### config.mk
export PLATFORM = sky130hd
export DESIGN_NAME = modular_exponentiation
export DESIGN_NICKNAME = d
export VERILOG_FILES = /design/src/hw/rtl/mexp_pkg.sv /design/src/hw/rtl/mexp_mulmod.sv /design/src/hw/rtl/modular_exponentiation.sv
export SDC_FILE = /design/constraint.sdc
export NUM_CORES = 1
export LEC_CHECK = 0
export ABC_AREA = 1
export BUFFER_PORTS_ARGS = -buffer_cell sky130_fd_sc_hd__buf_2
export CAP_MARGIN = 20
export CORE_MARGIN = 2
export CORE_UTILIZATION = 34
export DETAILED_ROUTE_END_ITERATION = 10
export PLACE_DENSITY = 0.54
export SETUP_SLACK_MARGIN = 0.4
export SYNTH_ARGS = -nofsm -noshare
export SYNTH_HDL_FRONTEND = slang
export SYNTH_SLANG_ARGS = --single-unit
### constraint.sdc
create_clock -name clk -period 4.8 [get_ports clk]
set_input_delay 0.96 -clock clk [delete_from_list [all_inputs] [get_ports clk]]
set_output_delay 0.96 -clock clk [all_outputs]
set_load 0.05 [all_outputs]
### src/hw/rtl/mexp_pkg.sv
// shared constants and register codes for the modular exponentiation block
package mexp_pkg;

    // default datapath width of modulus and base
    localparam int MOD_WIDTH_DEF = 32;

    // width of the stream data fields and of the configuration data
    localparam int FIELD_W = 32;

    // configuration register indexes
    localparam int CFG_IDX_W = 1;
    localparam logic [CFG_IDX_W-1:0] REG_EXPONENT = 1'b0;
    localparam logic [CFG_IDX_W-1:0] REG_MODULUS  = 1'b1;

    // register reset values
    localparam logic [FIELD_W-1:0] EXPONENT_RESET = 32'd1;
    localparam logic [FIELD_W-1:0] MODULUS_RESET  = 32'hFFFF_FFFF;

endpackage

### src/hw/rtl/mexp_mulmod.sv
// bit-serial modular multiplier, double-and-add with interleaved reduction
module mexp_mulmod
    import mexp_pkg::*;
#(
    parameter int MOD_WIDTH = MOD_WIDTH_DEF
)
(
    input  logic                 clk,
    input  logic                 rst_n,
    input  logic                 start,
    input  logic [MOD_WIDTH-1:0] a,
    input  logic [MOD_WIDTH-1:0] b,
    input  logic [MOD_WIDTH-1:0] m,
    output logic                 done,
    output logic [MOD_WIDTH-1:0] prod
);

    localparam int CNT_W = $clog2(MOD_WIDTH);
    localparam logic [CNT_W-1:0] CNT_LAST = CNT_W'(MOD_WIDTH - 1);

    logic [MOD_WIDTH-1:0] acc_reg;
    logic [MOD_WIDTH-1:0] b_sh_reg;
    logic [CNT_W-1:0]     cnt_reg;
    logic                 phase_reg;
    logic                 busy_reg;
    logic                 done_reg;

    logic [MOD_WIDTH-1:0] addend;
    logic [MOD_WIDTH:0]   sum;
    logic [MOD_WIDTH:0]   sum_red;
    logic [MOD_WIDTH-1:0] acc_next;
    logic                 do_add;

    // one modular add per cycle: double on phase 0, add a on phase 1 if the bit is set
    always_comb
    begin
        addend  = phase_reg ? a : acc_reg;
        sum     = {1'b0, acc_reg} + {1'b0, addend};
        sum_red = sum - {1'b0, m};
        if (sum >= {1'b0, m})
        begin
            acc_next = sum_red[MOD_WIDTH-1:0];
        end
        else
        begin
            acc_next = sum[MOD_WIDTH-1:0];
        end
        do_add = !phase_reg || b_sh_reg[MOD_WIDTH-1];
    end

    // sequencing of the multiplier bits, msb first
    always_ff @(posedge clk or negedge rst_n)
    begin
        if (!rst_n)
        begin
            cnt_reg   <= '0;
            phase_reg <= 1'b0;
            busy_reg  <= 1'b0;
            done_reg  <= 1'b0;
        end
        else
        begin
            done_reg <= 1'b0;
            if (start)
            begin
                cnt_reg   <= CNT_LAST;
                phase_reg <= 1'b0;
                busy_reg  <= 1'b1;
            end
            else if (busy_reg)
            begin
                phase_reg <= !phase_reg;
                if (phase_reg)
                begin
                    if (cnt_reg == '0)
                    begin
                        busy_reg <= 1'b0;
                        done_reg <= 1'b1;
                    end
                    else
                    begin
                        cnt_reg <= cnt_reg - 1'b1;
                    end
                end
            end
        end
    end

    // accumulator and multiplier shift register
    always_ff @(posedge clk)
    begin
        if (start)
        begin
            acc_reg  <= '0;
            b_sh_reg <= b;
        end
        else if (busy_reg)
        begin
            if (do_add)
            begin
                acc_reg <= acc_next;
            end
            if (phase_reg)
            begin
                b_sh_reg <= {b_sh_reg[MOD_WIDTH-2:0], 1'b0};
            end
        end
    end

    assign done = done_reg;
    assign prod = acc_reg;

endmodule

### src/hw/rtl/modular_exponentiation.sv
// modular exponentiation top level, right-to-left square-and-multiply
// usage:
//   configuration: cfg_we/cfg_index/cfg_data write the exponent (index 0) and
//   the modulus (index 1); write only while the block is idle.
//   input channel s_*: one item carries a base word in s_tdata and a last
//   marker in s_tlast; output channel m_* returns base^exponent mod modulus
//   with the marker copied to m_tlast.
// sequence from an accepted item to m_tvalid:
//   exponent zero or modulus below two: straight to the finish step.
//   otherwise the base is reduced first (one quotient bit per cycle), then
//   each exponent bit up to the highest set bit takes one pass of the two
//   bit-serial multipliers that square and multiply in parallel, then the
//   result is written to the output register once that register is free.
// throughput: one item at a time; a new item is accepted as soon as the
//   previous result sits in the output register, even while it is stalled.
// reset: exponent returns to 1, modulus to all ones, both channels empty.
// stall: a held result keeps m_tvalid and its data until m_tready is high;
//   a finished item waits for the output register to free.
module modular_exponentiation
    import mexp_pkg::*;
#(
    parameter int MOD_WIDTH = MOD_WIDTH_DEF
)
(
    input  logic                 clk,
    input  logic                 rst_n,
    // configuration write port
    input  logic                 cfg_we,
    input  logic [CFG_IDX_W-1:0] cfg_index,
    input  logic [FIELD_W-1:0]   cfg_data,
    // input stream
    input  logic                 s_tvalid,
    output logic                 s_tready,
    input  logic [FIELD_W-1:0]   s_tdata,   // [31:0] base_value
    input  logic                 s_tlast,   // last_in
    // output stream
    output logic                 m_tvalid,
    input  logic                 m_tready,
    output logic [FIELD_W-1:0]   m_tdata,   // [31:0] power_result
    output logic                 m_tlast    // last_out
);

    localparam int CNT_W = $clog2(MOD_WIDTH);
    localparam logic [CNT_W-1:0] CNT_LAST = CNT_W'(MOD_WIDTH - 1);
    localparam logic [MOD_WIDTH-1:0] ONE = MOD_WIDTH'(1);
    localparam logic [MOD_WIDTH-1:0] TWO = MOD_WIDTH'(2);

    typedef enum logic [2:0] {
        S_IDLE,
        S_REDUCE,
        S_MUL,
        S_WAIT,
        S_FINISH
    } state_t;

    state_t               state_reg;
    logic [FIELD_W-1:0]   exponent_reg;
    logic [FIELD_W-1:0]   modulus_reg;

    logic [MOD_WIDTH-1:0] m_reg;
    logic [MOD_WIDTH-1:0] base_reg;
    logic [MOD_WIDTH-1:0] rem_reg;
    logic [MOD_WIDTH-1:0] acc_reg;
    logic [FIELD_W-1:0]   ex_reg;
    logic [CNT_W-1:0]     cnt_reg;
    logic                 last_reg;
    logic                 start_reg;

    logic                 out_valid_reg;
    logic [FIELD_W-1:0]   out_data_reg;
    logic                 out_last_reg;

    logic                 in_take;
    logic [MOD_WIDTH-1:0] in_base;
    logic [MOD_WIDTH-1:0] in_mod;
    logic [MOD_WIDTH:0]   trial;
    logic [MOD_WIDTH:0]   trial_sub;
    logic [MOD_WIDTH-1:0] rem_next;
    logic                 out_free;

    logic                 mul_done;
    logic                 sq_done;
    logic [MOD_WIDTH-1:0] mul_prod;
    logic [MOD_WIDTH-1:0] sq_prod;

    // handshake and input masking
    assign s_tready = (state_reg == S_IDLE);
    assign in_take  = s_tvalid && s_tready;
    assign in_base  = MOD_WIDTH'(s_tdata);
    assign in_mod   = MOD_WIDTH'(modulus_reg);
    assign out_free = !out_valid_reg || m_tready;

    // restoring division step for the base reduction
    always_comb
    begin
        trial     = {rem_reg, base_reg[MOD_WIDTH-1]};
        trial_sub = trial - {1'b0, m_reg};
        if (trial >= {1'b0, m_reg})
        begin
            rem_next = trial_sub[MOD_WIDTH-1:0];
        end
        else
        begin
            rem_next = trial[MOD_WIDTH-1:0];
        end
    end

    // multiply unit: acc * base
    mexp_mulmod #(
        .MOD_WIDTH (MOD_WIDTH)
    ) u_mul (
        .clk   (clk),
        .rst_n (rst_n),
        .start (start_reg),
        .a     (acc_reg),
        .b     (base_reg),
        .m     (m_reg),
        .done  (mul_done),
        .prod  (mul_prod)
    );

    // square unit: base * base
    mexp_mulmod #(
        .MOD_WIDTH (MOD_WIDTH)
    ) u_sq (
        .clk   (clk),
        .rst_n (rst_n),
        .start (start_reg),
        .a     (base_reg),
        .b     (base_reg),
        .m     (m_reg),
        .done  (sq_done),
        .prod  (sq_prod)
    );

    // configuration registers
    always_ff @(posedge clk or negedge rst_n)
    begin
        if (!rst_n)
        begin
            exponent_reg <= EXPONENT_RESET;
            modulus_reg  <= MODULUS_RESET;
        end
        else if (cfg_we)
        begin
            unique case (cfg_index)
                REG_EXPONENT: exponent_reg <= cfg_data;
                REG_MODULUS:  modulus_reg  <= cfg_data;
                default:      ;
            endcase
        end
    end

    // sequencer with output register
    always_ff @(posedge clk or negedge rst_n)
    begin
        if (!rst_n)
        begin
            state_reg     <= S_IDLE;
            m_reg         <= '0;
            base_reg      <= '0;
            rem_reg       <= '0;
            acc_reg       <= '0;
            ex_reg        <= '0;
            cnt_reg       <= '0;
            last_reg      <= 1'b0;
            start_reg     <= 1'b0;
            out_valid_reg <= 1'b0;
            out_data_reg  <= '0;
            out_last_reg  <= 1'b0;
        end
        else
        begin
            start_reg <= 1'b0;
            if (out_valid_reg && m_tready)
            begin
                out_valid_reg <= 1'b0;
            end

            unique case (state_reg)
                S_IDLE:
                begin
                    if (in_take)
                    begin
                        m_reg    <= in_mod;
                        base_reg <= in_base;
                        rem_reg  <= '0;
                        ex_reg   <= exponent_reg;
                        last_reg <= s_tlast;
                        cnt_reg  <= CNT_LAST;
                        priority if (exponent_reg == '0)
                        begin
                            acc_reg   <= ONE;
                            state_reg <= S_FINISH;
                        end
                        else if (in_mod < TWO)
                        begin
                            acc_reg   <= '0;
                            state_reg <= S_FINISH;
                        end
                        else
                        begin
                            acc_reg   <= ONE;
                            state_reg <= S_REDUCE;
                        end
                    end
                end

                S_REDUCE:
                begin
                    rem_reg  <= rem_next;
                    base_reg <= {base_reg[MOD_WIDTH-2:0], 1'b0};
                    if (cnt_reg == '0)
                    begin
                        base_reg  <= rem_next;
                        state_reg <= S_MUL;
                    end
                    else
                    begin
                        cnt_reg <= cnt_reg - 1'b1;
                    end
                end

                S_MUL:
                begin
                    if (ex_reg == '0)
                    begin
                        state_reg <= S_FINISH;
                    end
                    else
                    begin
                        start_reg <= 1'b1;
                        state_reg <= S_WAIT;
                    end
                end

                S_WAIT:
                begin
                    if (mul_done && sq_done)
                    begin
                        if (ex_reg[0])
                        begin
                            acc_reg <= mul_prod;
                        end
                        base_reg  <= sq_prod;
                        ex_reg    <= {1'b0, ex_reg[FIELD_W-1:1]};
                        state_reg <= S_MUL;
                    end
                end

                S_FINISH:
                begin
                    if (out_free)
                    begin
                        out_valid_reg <= 1'b1;
                        out_data_reg  <= FIELD_W'(acc_reg);
                        out_last_reg  <= last_reg;
                        state_reg     <= S_IDLE;
                    end
                end

                default:
                begin
                    state_reg <= S_IDLE;
                end
            endcase
        end
    end

    assign m_tvalid = out_valid_reg;
    assign m_tdata  = out_data_reg;
    assign m_tlast  = out_last_reg;

endmodule

==> results of run 1 <==
-- routing by layer --
metal | up-vias | track usage [%] | share of wire, %
li1 | 14900 | - | -
met1 | 14100 | 31.3 | 45
met2 | 841 | 38.4 | 46
met3 | 189 | 2.32 | 4.8
met4 | 0 | 7.07 | 3.7
met5 | - | 0 | 0
-- what timing repair did --
item                       CTS  global route
cloned                       4            12
gates resized for setup     53           436
setup endpoints to repair   64            64
setup buffers               11            43
pin swaps                    8           112
-- layout by cell type, fill, tap and decap left out, types with 54 or more instances in the layout --
cell | netlist | final
nand2_1 | 1540 | 1451
inv_1 | 632 | 616
o21ai_0 | 376 | 330
nand3_1 | 320 | 307
dfrtp_1 | 251 | 248
nor2_1 | 307 | 244
a21oi_1 | 261 | 204
buf_4 | 2 | 106
ha_1 | 165 | 105
buf_2 | 29 | 104
nand2_2 | 21 | 92
edfxtp_1 | 64 | 64
dfxtp_1 | 64 | 64
clkbuf_16 | 0 | 58
a21oi_2 | 3 | 54
-- logic make-up (layout without fill, tap and decap cells) --
group	count (synthesis)	in the layout	share of synthesized area (%)
buf+inv	790	978	10.3
other cells	0	3	0
flops	412	412	34.5
simple gates	2364	2365	32.8
fa+ha+maj	170	170	7.21
compound gates	738	738	13.0
xor+xnor	74	74	2.16
-- metrics by stage --
stage / instances / area [um2] / hold WS (ns) / util, % / setup slack, ns
floorplan: 4548 / 30000 / 0.429 / - / 0.669
global placement: 5726 / 31900 / 0.456 / 36.6 / 0.0947
detailed placement: 5726 / 31900 / 0.468 / 36.6 / 0.0716
CTS: 5835 / 34000 / 0.425 / 39.1 / 0.398
global route: 5892 / 36300 / 0.462 / 41.7 / 0.337
finish: 5895 / 36300 / 0.398 / 41.7 / 0.521
-- cell type report --
cell class,instances,area [um2]
fillers,9150,50800
repair inverters,3,16.3
clock inverters,30,352
inverters,644,2430
clock buffers,64,1390
diodes,3,7.51
multi-input cells,3347,18500
well taps,1155,1450
repair buffers,237,1880
flip-flops and latches,412,10400
-- worst paths after layout --
| kind | startpoint | endpoint | slack (ns) | depth (start not counted) |
|---|---|---|---|---|
| max | u_sq.phase_reg$_DFFE_PN0P_ | u_sq.prod[15]$_SDFFE_PP0P_ | 0.52 | 30 |
| min | rst_n | m_tdata[25]$_DFFE_PN0P_ | 0.40 | 1 |
| max reg2reg | u_sq.phase_reg$_DFFE_PN0P_ | u_sq.prod[15]$_SDFFE_PP0P_ | 0.52 | 30 |
| min reg2reg | m_tdata[18]$_DFFE_PN0P_ | m_tdata[18]$_DFFE_PN0P_ | 0.47 | 2 |
| max in group asynchronous | rst_n | in_mod[27]$_DFFE_PN1P_ | 3.50 | 2 |
| min in group clk | m_tdata[18]$_DFFE_PN0P_ | m_tdata[18]$_DFFE_PN0P_ | 0.47 | 2 |
-- worst max-delay path: cells and delay by family, from the launching register on --
family / cells / cell delay, ns
adders and majority gates: 2 / 0.76
AOI/OAI and AO/OA: 2 / 0.23
DFF: 1 / 0.44
buffers and inverters: 5 / 0.70
and+or+nand+nor: 21 / 2.06
==> impl_results.html, run 1 <==
<table>
<tr><th>Metric</th><th>Value</th></tr>
<tr><th colspan="2">Drt</th></tr>
<tr><td>Detailed-route via count</td><td>30.0k</td></tr>
<tr><td>Total wire length</td><td>109000 um</td></tr>
<tr><td>Detailed-route vias per instance</td><td>5.09</td></tr>
<tr><td>DRC violation total after the first TritonRoute iteration</td><td>2225</td></tr>
<tr><td>DR DRC count</td><td>0</td></tr>
<tr><td>Antenna-violating nets left</td><td>0</td></tr>
<tr><td>WL/cell</td><td>18.5 um</td></tr>
<tr><td>Number of iterations in the first detailed-routing pass</td><td>6</td></tr>
<tr><th colspan="2">Critical path</th></tr>
<tr><td>Element type at the critical path end</td><td>flip-flop</td></tr>
<tr><td>Most frequent cell on the critical path</td><td>nand2_1</td></tr>
<tr><td>Kind of start point of the critical path</td><td>flip-flop</td></tr>
<tr><td>Largest stage delay, worst path</td><td>0.44 ns</td></tr>
<tr><td>Critical-path maximum fanout</td><td>8</td></tr>
<tr><td>Data required time of the critical path</td><td>5.36 ns</td></tr>
<tr><td>Category of the critical setup timing path</td><td>flip-flop to flip-flop</td></tr>
<tr><td>Data arrival time of the worst path</td><td>4.83 ns</td></tr>
<tr><td>CP max-delay cell</td><td>dfrtp_2</td></tr>
<tr><th colspan="2">Floorplan</th></tr>
<tr><td>Die span in x</td><td>301 um</td></tr>
<tr><td>Die height</td><td>301 um</td></tr>
<tr><td>Count of boundary I/O pins</td><td>106</td></tr>
<tr><td>Cell row count</td><td>108</td></tr>
<tr><td>Initial core utilization</td><td>34.4%</td></tr>
<tr><td>Total core area</td><td>87200 um2</td></tr>
<tr><td>Die area</td><td>90700 um2</td></tr>
<tr><th colspan="2">Timing</th></tr>
<tr><td>Top achievable clock speed</td><td>0.234 GHz</td></tr>
<tr><td>Fin crit period</td><td>4.28 ns</td></tr>
<tr><td>Final-report setup violation count</td><td>0</td></tr>
<tr><td>Setup Skew</td><td>0.0390 ns</td></tr>
<tr><td>Slew at the pin with the worst max-slew slack</td><td>1.06 ns</td></tr>
<tr><td>Max-slew violation total from the final report</td><td>0</td></tr>
<tr><td>Share of the clock period used by the worst path</td><td>89.2%</td></tr>
<tr><td>Post-Route Setup TNS</td><td>0 ns</td></tr>
<tr><td>Tightest slew margin relative to the limit</td><td>29.1%</td></tr>
<tr><td>Setup repair after global routing missed its margin</td><td>true</td></tr>
<tr><td>Final hold violation count</td><td>0</td></tr>
<tr><th colspan="2">Yosys</th></tr>
<tr><td>Most frequent cell after synthesis</td><td>nand2_1</td></tr>
<tr><td>Total standard cell area after synthesis</td><td>30000 um2</td></tr>
<tr><td>Top cell type's share of synthesized area</td><td>20.9%</td></tr>
<tr><td>Distinct cell type count of the synthesized netlist</td><td>55</td></tr>
<tr><td>Leading post-synthesis cells by instance count</td><td>nand2_1 (1540), inv_1 (632), o21ai_0 (376)</td></tr>
<tr><td>Largest cells by area after synthesis</td><td>dfrtp_1 (21%), nand2_1 (19%), inv_1 (7.9%), ha_1 (6.9%), edfxtp_1 (6.4%)</td></tr>
<tr><td>Largest area contributor in the synthesized netlist</td><td>dfrtp_1</td></tr>
<tr><td>Mean Syn Cell Area</td><td>6.60 um2</td></tr>
<tr><td>Post-Synthesis Cells</td><td>4548</td></tr>
<tr><td>Flip-flop and latch count after synthesis</td><td>412</td></tr>
<tr><td>Number of warning messages in the yosys log</td><td>0</td></tr>
<tr><td>Net count of the mapped netlist</td><td>4789</td></tr>
<tr><td>Number of synthesized flops with an enable pin</td><td>64</td></tr>
<tr><td>Register area share after synthesis</td><td>34.5%</td></tr>
<tr><td>Dominant synthesized flop cell</td><td>dfrtp_1</td></tr>
<tr><td>Async set-reset flop share out of synthesis</td><td>68.9%</td></tr>
<tr><th colspan="2">Clock tree</th></tr>
<tr><td>Clock transition time at the flip-flop clock pins of the worst setup and hold paths</td><td>0.06 ns</td></tr>
<tr><td>Clock Sinks</td><td>412</td></tr>
<tr><td>Latest clock arrival within the worst-skew pair</td><td>0.63 ns</td></tr>
<tr><td>Maximum buffer depth of the clock tree</td><td>3</td></tr>
<tr><td>CTS tree</td><td>yes</td></tr>
<tr><td>CTS Buf Count</td><td>50</td></tr>
<tr><td># H-tree levels</td><td>2</td></tr>
<tr><td>Clock root cell</td><td>clkbuf_16</td></tr>
<tr><td>Number of hold-repair buffers added at the cts stage</td><td>0</td></tr>
<tr><th colspan="2">Global route</th></tr>
<tr><td>Total track usage</td><td>23.0%</td></tr>
<tr><td>Antenna violations before repair</td><td>0</td></tr>
<tr><td>Global route overflow</td><td>0</td></tr>
<tr><td>Pin count of the biggest net entering global routing</td><td>104</td></tr>
<tr><td>Wire length of the first global-routing pass</td><td>162000 um</td></tr>
<tr><td>Via count of the first global-routing pass</td><td>28.0k</td></tr>
<tr><th colspan="2">Placed design</th></tr>
<tr><td>Number of buffers added on ports</td><td>105</td></tr>
<tr><td>HPWL after detailed placement</td><td>81700 um</td></tr>
<tr><td>Final weighted congestion in routability-driven placement</td><td>0.968</td></tr>
<tr><th colspan="2">Cells and area</th></tr>
<tr><td>Area growth, synth to finish</td><td>21.1%</td></tr>
<tr><td>Proportion of layout cells with a drive suffix above 1</td><td>16.5%</td></tr>
<tr><td>Layout Nets</td><td>4936</td></tr>
<tr><th colspan="2">Min path</th></tr>
<tr><td>Worst hold-check path type</td><td>primary input to async pin</td></tr>
<tr><th colspan="2">Run status</th></tr>
<tr><td>Outcome</td><td>finished clean</td></tr>
<tr><th colspan="2">Run</th></tr>
<tr><td>Max Cap Viol</td><td>0</td></tr>
</table>
Power of run 1 is not shown: default switching activity piles up to over one toggle a cycle in this logic, so the estimate is an artifact.
==> run 2, diff against run 1 <==
- ABC_AREA: 1 -> 0
==> run 2 against run 1 <==
The flow now finishes with violations (negative setup slack); area after synthesis down 10%; final cell count shrank 20%; critical endpoint is now u_sq.prod[31]$_SDFFE_PP0P_; count of clock-buffer cells in the layout down 1; highest routed layer unchanged; wire length shrank 15%.
==> impl_results.html, run 2 <==
<table>
<tr><th>Metric</th><th>Value</th></tr>
<tr><th colspan="2">Cells and area</th></tr>
<tr><td>Non-Filler Instances</td><td>4705</td></tr>
<tr><td>Combined area of the multi-input logic cells</td><td>16900 um2</td></tr>
<tr><td>Number of fillers in the final layout</td><td>7592</td></tr>
<tr><td>Combined flip-flop and latch cell area</td><td>10400 um2</td></tr>
<tr><td>Final instance area</td><td>36000 um2</td></tr>
<tr><td>Most common cell after layout, fill and taps aside</td><td>buf_4</td></tr>
<tr><td>Layout Nets</td><td>3851</td></tr>
<tr><td>Area growth, synth to finish</td><td>33.8%</td></tr>
<tr><td>Commonest cells after routing, fill and taps aside</td><td>buf_4 (477), nand2_1 (381), o21ai_0 (273), dfrtp_1 (246), nor2_1 (214)</td></tr>
<tr><td>Proportion of layout cells with a drive suffix above 1</td><td>32.5%</td></tr>
<tr><td>Post-layout utilization of the core</td><td>45.8%</td></tr>
<tr><th colspan="2">Timing</th></tr>
<tr><td>Tightest slew margin relative to the limit</td><td>30.4%</td></tr>
<tr><td>Min setup slack post-route</td><td>-0.532 ns</td></tr>
<tr><td>Fin crit period</td><td>5.33 ns</td></tr>
<tr><td>Slew at the pin with the worst max-slew slack</td><td>1.04 ns</td></tr>
<tr><td>Setup Skew</td><td>0.0458 ns</td></tr>
<tr><td>Top achievable clock speed</td><td>0.188 GHz</td></tr>
<tr><td>Final hold violation count</td><td>0</td></tr>
<tr><td>Setup repair after global routing missed its margin</td><td>true</td></tr>
<tr><td>Share of the clock period used by the worst path</td><td>111%</td></tr>
<tr><td>Max-slew violation total from the final report</td><td>0</td></tr>
<tr><td>Final-report setup violation count</td><td>64</td></tr>
<tr><th colspan="2">Drt</th></tr>
<tr><td>Detailed-route vias per instance</td><td>5.32</td></tr>
<tr><td>DR DRC count</td><td>0</td></tr>
<tr><td>Wire length on met1</td><td>42900 um</td></tr>
<tr><td>Antenna-violating nets left</td><td>0</td></tr>
<tr><td>Total wire length</td><td>93000 um</td></tr>
<tr><td>Top Metal Used</td><td>met4</td></tr>
<tr><td>WL/cell</td><td>19.8 um</td></tr>
<tr><td>Number of iterations in the first detailed-routing pass</td><td>6</td></tr>
<tr><td>DRC violation total after the first TritonRoute iteration</td><td>1726</td></tr>
<tr><td>Detailed-route via count</td><td>25.0k</td></tr>
<tr><td>Metal3 WL</td><td>4440 um</td></tr>
<tr><td>Metal2 WL</td><td>42300 um</td></tr>
<tr><th colspan="2">Global route</th></tr>
<tr><td>Pin count of the biggest net entering global routing</td><td>91</td></tr>
<tr><td>Antenna violations before repair</td><td>5</td></tr>
<tr><td>Total track usage</td><td>22.3%</td></tr>
<tr><td>Global route overflow</td><td>0</td></tr>
<tr><td>Wire length of the first global-routing pass</td><td>144000 um</td></tr>
<tr><td>Via count of the first global-routing pass</td><td>24.4k</td></tr>
<tr><th colspan="2">Critical path</th></tr>
<tr><td>Count of cell instances traversed by the critical path</td><td>25</td></tr>
<tr><td>Worst setup path startpoint</td><td>u_sq.phase_reg$_DFFE_PN0P_</td></tr>
<tr><td>Terminus of the critical flop-to-flop path</td><td>u_sq.prod[31]$_SDFFE_PP0P_</td></tr>
<tr><td>Crit path buffers/inverters</td><td>4</td></tr>
<tr><td>Element type at the critical path end</td><td>flip-flop</td></tr>
<tr><td>Data arrival time of the worst path</td><td>5.89 ns</td></tr>
<tr><td>Largest stage delay, worst path</td><td>0.45 ns</td></tr>
<tr><td>Kind of start point of the critical path</td><td>flip-flop</td></tr>
<tr><td>Critical register-to-register path startpoint</td><td>u_sq.phase_reg$_DFFE_PN0P_</td></tr>
<tr><td>Cell family with the largest share of critical-path delay</td><td>compound AO/OA/AOI/OAI gates</td></tr>
<tr><td>Timing endpoint of the critical path</td><td>u_sq.prod[31]$_SDFFE_PP0P_</td></tr>
<tr><td>Worst-case register-to-register setup slack</td><td>-0.53 ns</td></tr>
<tr><td>CP max-delay cell</td><td>dfrtp_2</td></tr>
<tr><td>Critical-path maximum fanout</td><td>5</td></tr>
<tr><td>FF-to-FF path depth</td><td>25</td></tr>
<tr><td>Category of the critical setup timing path</td><td>flip-flop to flip-flop</td></tr>
<tr><td>Data required time of the critical path</td><td>5.36 ns</td></tr>
<tr><th colspan="2">Floorplan</th></tr>
<tr><td>Die area</td><td>81500 um2</td></tr>
<tr><td>Die span in x</td><td>285 um</td></tr>
<tr><td>Cell row count</td><td>103</td></tr>
<tr><td>Count of boundary I/O pins</td><td>106</td></tr>
<tr><td>Die height</td><td>285 um</td></tr>
<tr><td>Total core area</td><td>78700 um2</td></tr>
<tr><td>Initial core utilization</td><td>34.2%</td></tr>
<tr><th colspan="2">Yosys</th></tr>
<tr><td>Total standard cell area after synthesis</td><td>26900 um2</td></tr>
<tr><td>Dominant synthesized flop cell</td><td>dfrtp_1</td></tr>
<tr><td>Number of synthesized flops with an enable pin</td><td>64</td></tr>
<tr><td>Async set-reset flop share out of synthesis</td><td>68.9%</td></tr>
<tr><td>Distinct cell type count of the synthesized netlist</td><td>88</td></tr>
<tr><td>Net count of the mapped netlist</td><td>3302</td></tr>
<tr><td>Post-Synthesis Cells</td><td>3061</td></tr>
<tr><td>Top cell type's share of synthesized area</td><td>23.3%</td></tr>
<tr><td>Most frequent cell after synthesis</td><td>nand2_1</td></tr>
<tr><td>Largest cells by area after synthesis</td><td>dfrtp_1 (23%), ha_1 (7.7%), edfxtp_1 (7.1%), mux2_2 (6.8%), nand2_1 (5.6%)</td></tr>
<tr><td>Number of warning messages in the yosys log</td><td>0</td></tr>
<tr><td>Register area share after synthesis</td><td>38.4%</td></tr>
<tr><td>Flip-flop and latch count after synthesis</td><td>412</td></tr>
<tr><td>Largest area contributor in the synthesized netlist</td><td>dfrtp_1</td></tr>
<tr><td>Mean Syn Cell Area</td><td>8.80 um2</td></tr>
<tr><td>Leading post-synthesis cells by instance count</td><td>nand2_1 (399), o21ai_0 (297), dfrtp_1 (251)</td></tr>
<tr><th colspan="2">Placed design</th></tr>
<tr><td>HPWL after detailed placement</td><td>70000 um</td></tr>
<tr><td>Placed Instances</td><td>4539</td></tr>
<tr><td>Post-detailed-placement cell area</td><td>32300 um2</td></tr>
<tr><td>Number of buffers added on ports</td><td>105</td></tr>
<tr><td>Final weighted congestion in routability-driven placement</td><td>0.946</td></tr>
<tr><th colspan="2">Clock tree</th></tr>
<tr><td># H-tree levels</td><td>2</td></tr>
<tr><td>Number of hold-repair buffers added at the cts stage</td><td>0</td></tr>
<tr><td>Maximum buffer depth of the clock tree</td><td>3</td></tr>
<tr><td>CTS Buf Count</td><td>51</td></tr>
<tr><td>Clock Sinks</td><td>412</td></tr>
<tr><td>CTS tree</td><td>yes</td></tr>
<tr><td>Clock root cell</td><td>clkbuf_16</td></tr>
<tr><td>Latest clock arrival within the worst-skew pair</td><td>0.63 ns</td></tr>
<tr><td>Clock transition time at the flip-flop clock pins of the worst setup and hold paths</td><td>0.06 ns</td></tr>
<tr><th colspan="2">Min path</th></tr>
<tr><td>Worst hold-check path type</td><td>primary input to async pin</td></tr>
<tr><th colspan="2">Pwr</th></tr>
<tr><td>Internal power</td><td>6.17 mW</td></tr>
<tr><td>Max IR drop VDD</td><td>0.313 mV</td></tr>
<tr><td>Pwr dens</td><td>223 nW/um2</td></tr>
<tr><td>Total power draw</td><td>8.05 mW</td></tr>
<tr><td>Part of the total power dissipated in sequential elements</td><td>46.3%</td></tr>
<tr><td>Clock network fraction of design power</td><td>51.2%</td></tr>
<tr><td>Combinational power share</td><td>2.5%</td></tr>
<tr><td>Switching share of power</td><td>23.4%</td></tr>
<tr><td>Psw</td><td>1.89 mW</td></tr>
<tr><td>Reported leakage power</td><td>16.5 nW</td></tr>
<tr><th colspan="2">Run status</th></tr>
<tr><td>Outcome</td><td>finished with violations</td></tr>
<tr><td>Failing checks</td><td>negative setup slack</td></tr>
<tr><th colspan="2">Run</th></tr>
<tr><td>Max Cap Viol</td><td>0</td></tr>
</table>
[run 2: cells by family (layout without fill, tap and decap cells)]
kind of cell | count (synthesis) | count (layout) | share of synthesized area (%)
XOR/XNOR | 131 | 131 | 4.26
other | 0 | 2 | 0
multiplexers | 203 | 203 | 8.30
AO/OA/AOI/OAI | 945 | 945 | 22.0
adder cells (fa/ha/maj) | 170 | 170 | 8.04
buffers and inverters | 302 | 894 | 4.28
AND/OR/NAND/NOR | 898 | 898 | 14.7
flip-flops | 412 | 412 | 38.4
[run 2: through the flow]
stage          hold slack, ns  worst slack [ns]  setup TNS, ns
2_1_floorplan           0.442            -0.145         -0.437
3_3_place_gp            0.464            -0.583         -24.83
3_5_place_dp            0.464            -0.703         -31.90
4_1_cts                 0.335            -0.440         -21.40
5_1_grt                 0.376            -0.739         -40.72
6_report                0.314            -0.532         -28.28
[run 2: worst min path at each step]
stage                                   end  slack [ns]  depth (start not counted)
floorplan              last_reg$_DFFE_PN0P_        0.44                          2
global placement       last_reg$_DFFE_PN0P_        0.46                          2
detailed placement     last_reg$_DFFE_PN0P_        0.46                          2
CTS                 m_tdata[16]$_DFFE_PN0P_        0.34                          1
global route        m_tdata[16]$_DFFE_PN0P_        0.38                          1
finish              m_tdata[16]$_DFFE_PN0P_        0.31                          1
[run 2: what timing repair did]
action / in CTS / in global routing
cloned: 3 / 2
buffers inserted: 51 / 12
pin swaps: 76 / 56
gates resized for setup: 159 / 125
endpoints found under the setup margin: 64 / 64
[run 2: layout make-up]
cell class	count	share of cell area (%)
multi-input cells	2347	47.0
flip-flops and latches	412	28.8
repair buffers	645	14.0
clock buffers	63	3.89
well taps	1050	3.65
inverters	153	1.59
clock inverters	33	1.14
diodes	2	0.0139
[run 2: power groups by stage]
| stage | combinational, mW | sequential [mW] | clock, mW |
|---|---|---|---|
| after floorplan | 0.0976 | 3.75 | 0 |
| after global placement | 0.205 | 3.79 | 0 |
| after detailed placement | 0.209 | 3.79 | 0 |
| after CTS | 0.210 | 3.73 | 4.22 |
| after global routing | 0.226 | 3.74 | 4.35 |
| final | 0.203 | 3.73 | 4.12 |
[run 2: worst reg2reg max path: stages (launching register included)]
cell       delay [ns]
dfrtp_2          0.45
buf_12           0.15
mux2_4           0.30
ha_4             0.16
fa_2             0.35
a21oi_2          0.18
nor2_2           0.07
o2111ai_2        0.20
a31o_4           0.21
a21oi_4          0.08
buf_6            0.14
o41a_1           0.34
o2111ai_2        0.19
nand2_1          0.09
or2_4            0.25
xor2_2           0.15
ha_1             0.34
a21oi_2          0.15
o21ai_0          0.11
nand4bb_1        0.25
o21ai_2          0.25
nand2_4          0.09
buf_12           0.14
buf_8            0.13
o41a_1           0.42
nand3_2          0.07
[run 2: layer usage]
layer	global-route usage (%)	up-vias
met2	36.3	608
met3	2.94	147
met1	30.8	12100
met5	0	-
li1	-	12200
met4	7.26	0
Power figures use the tool's default switching activity.
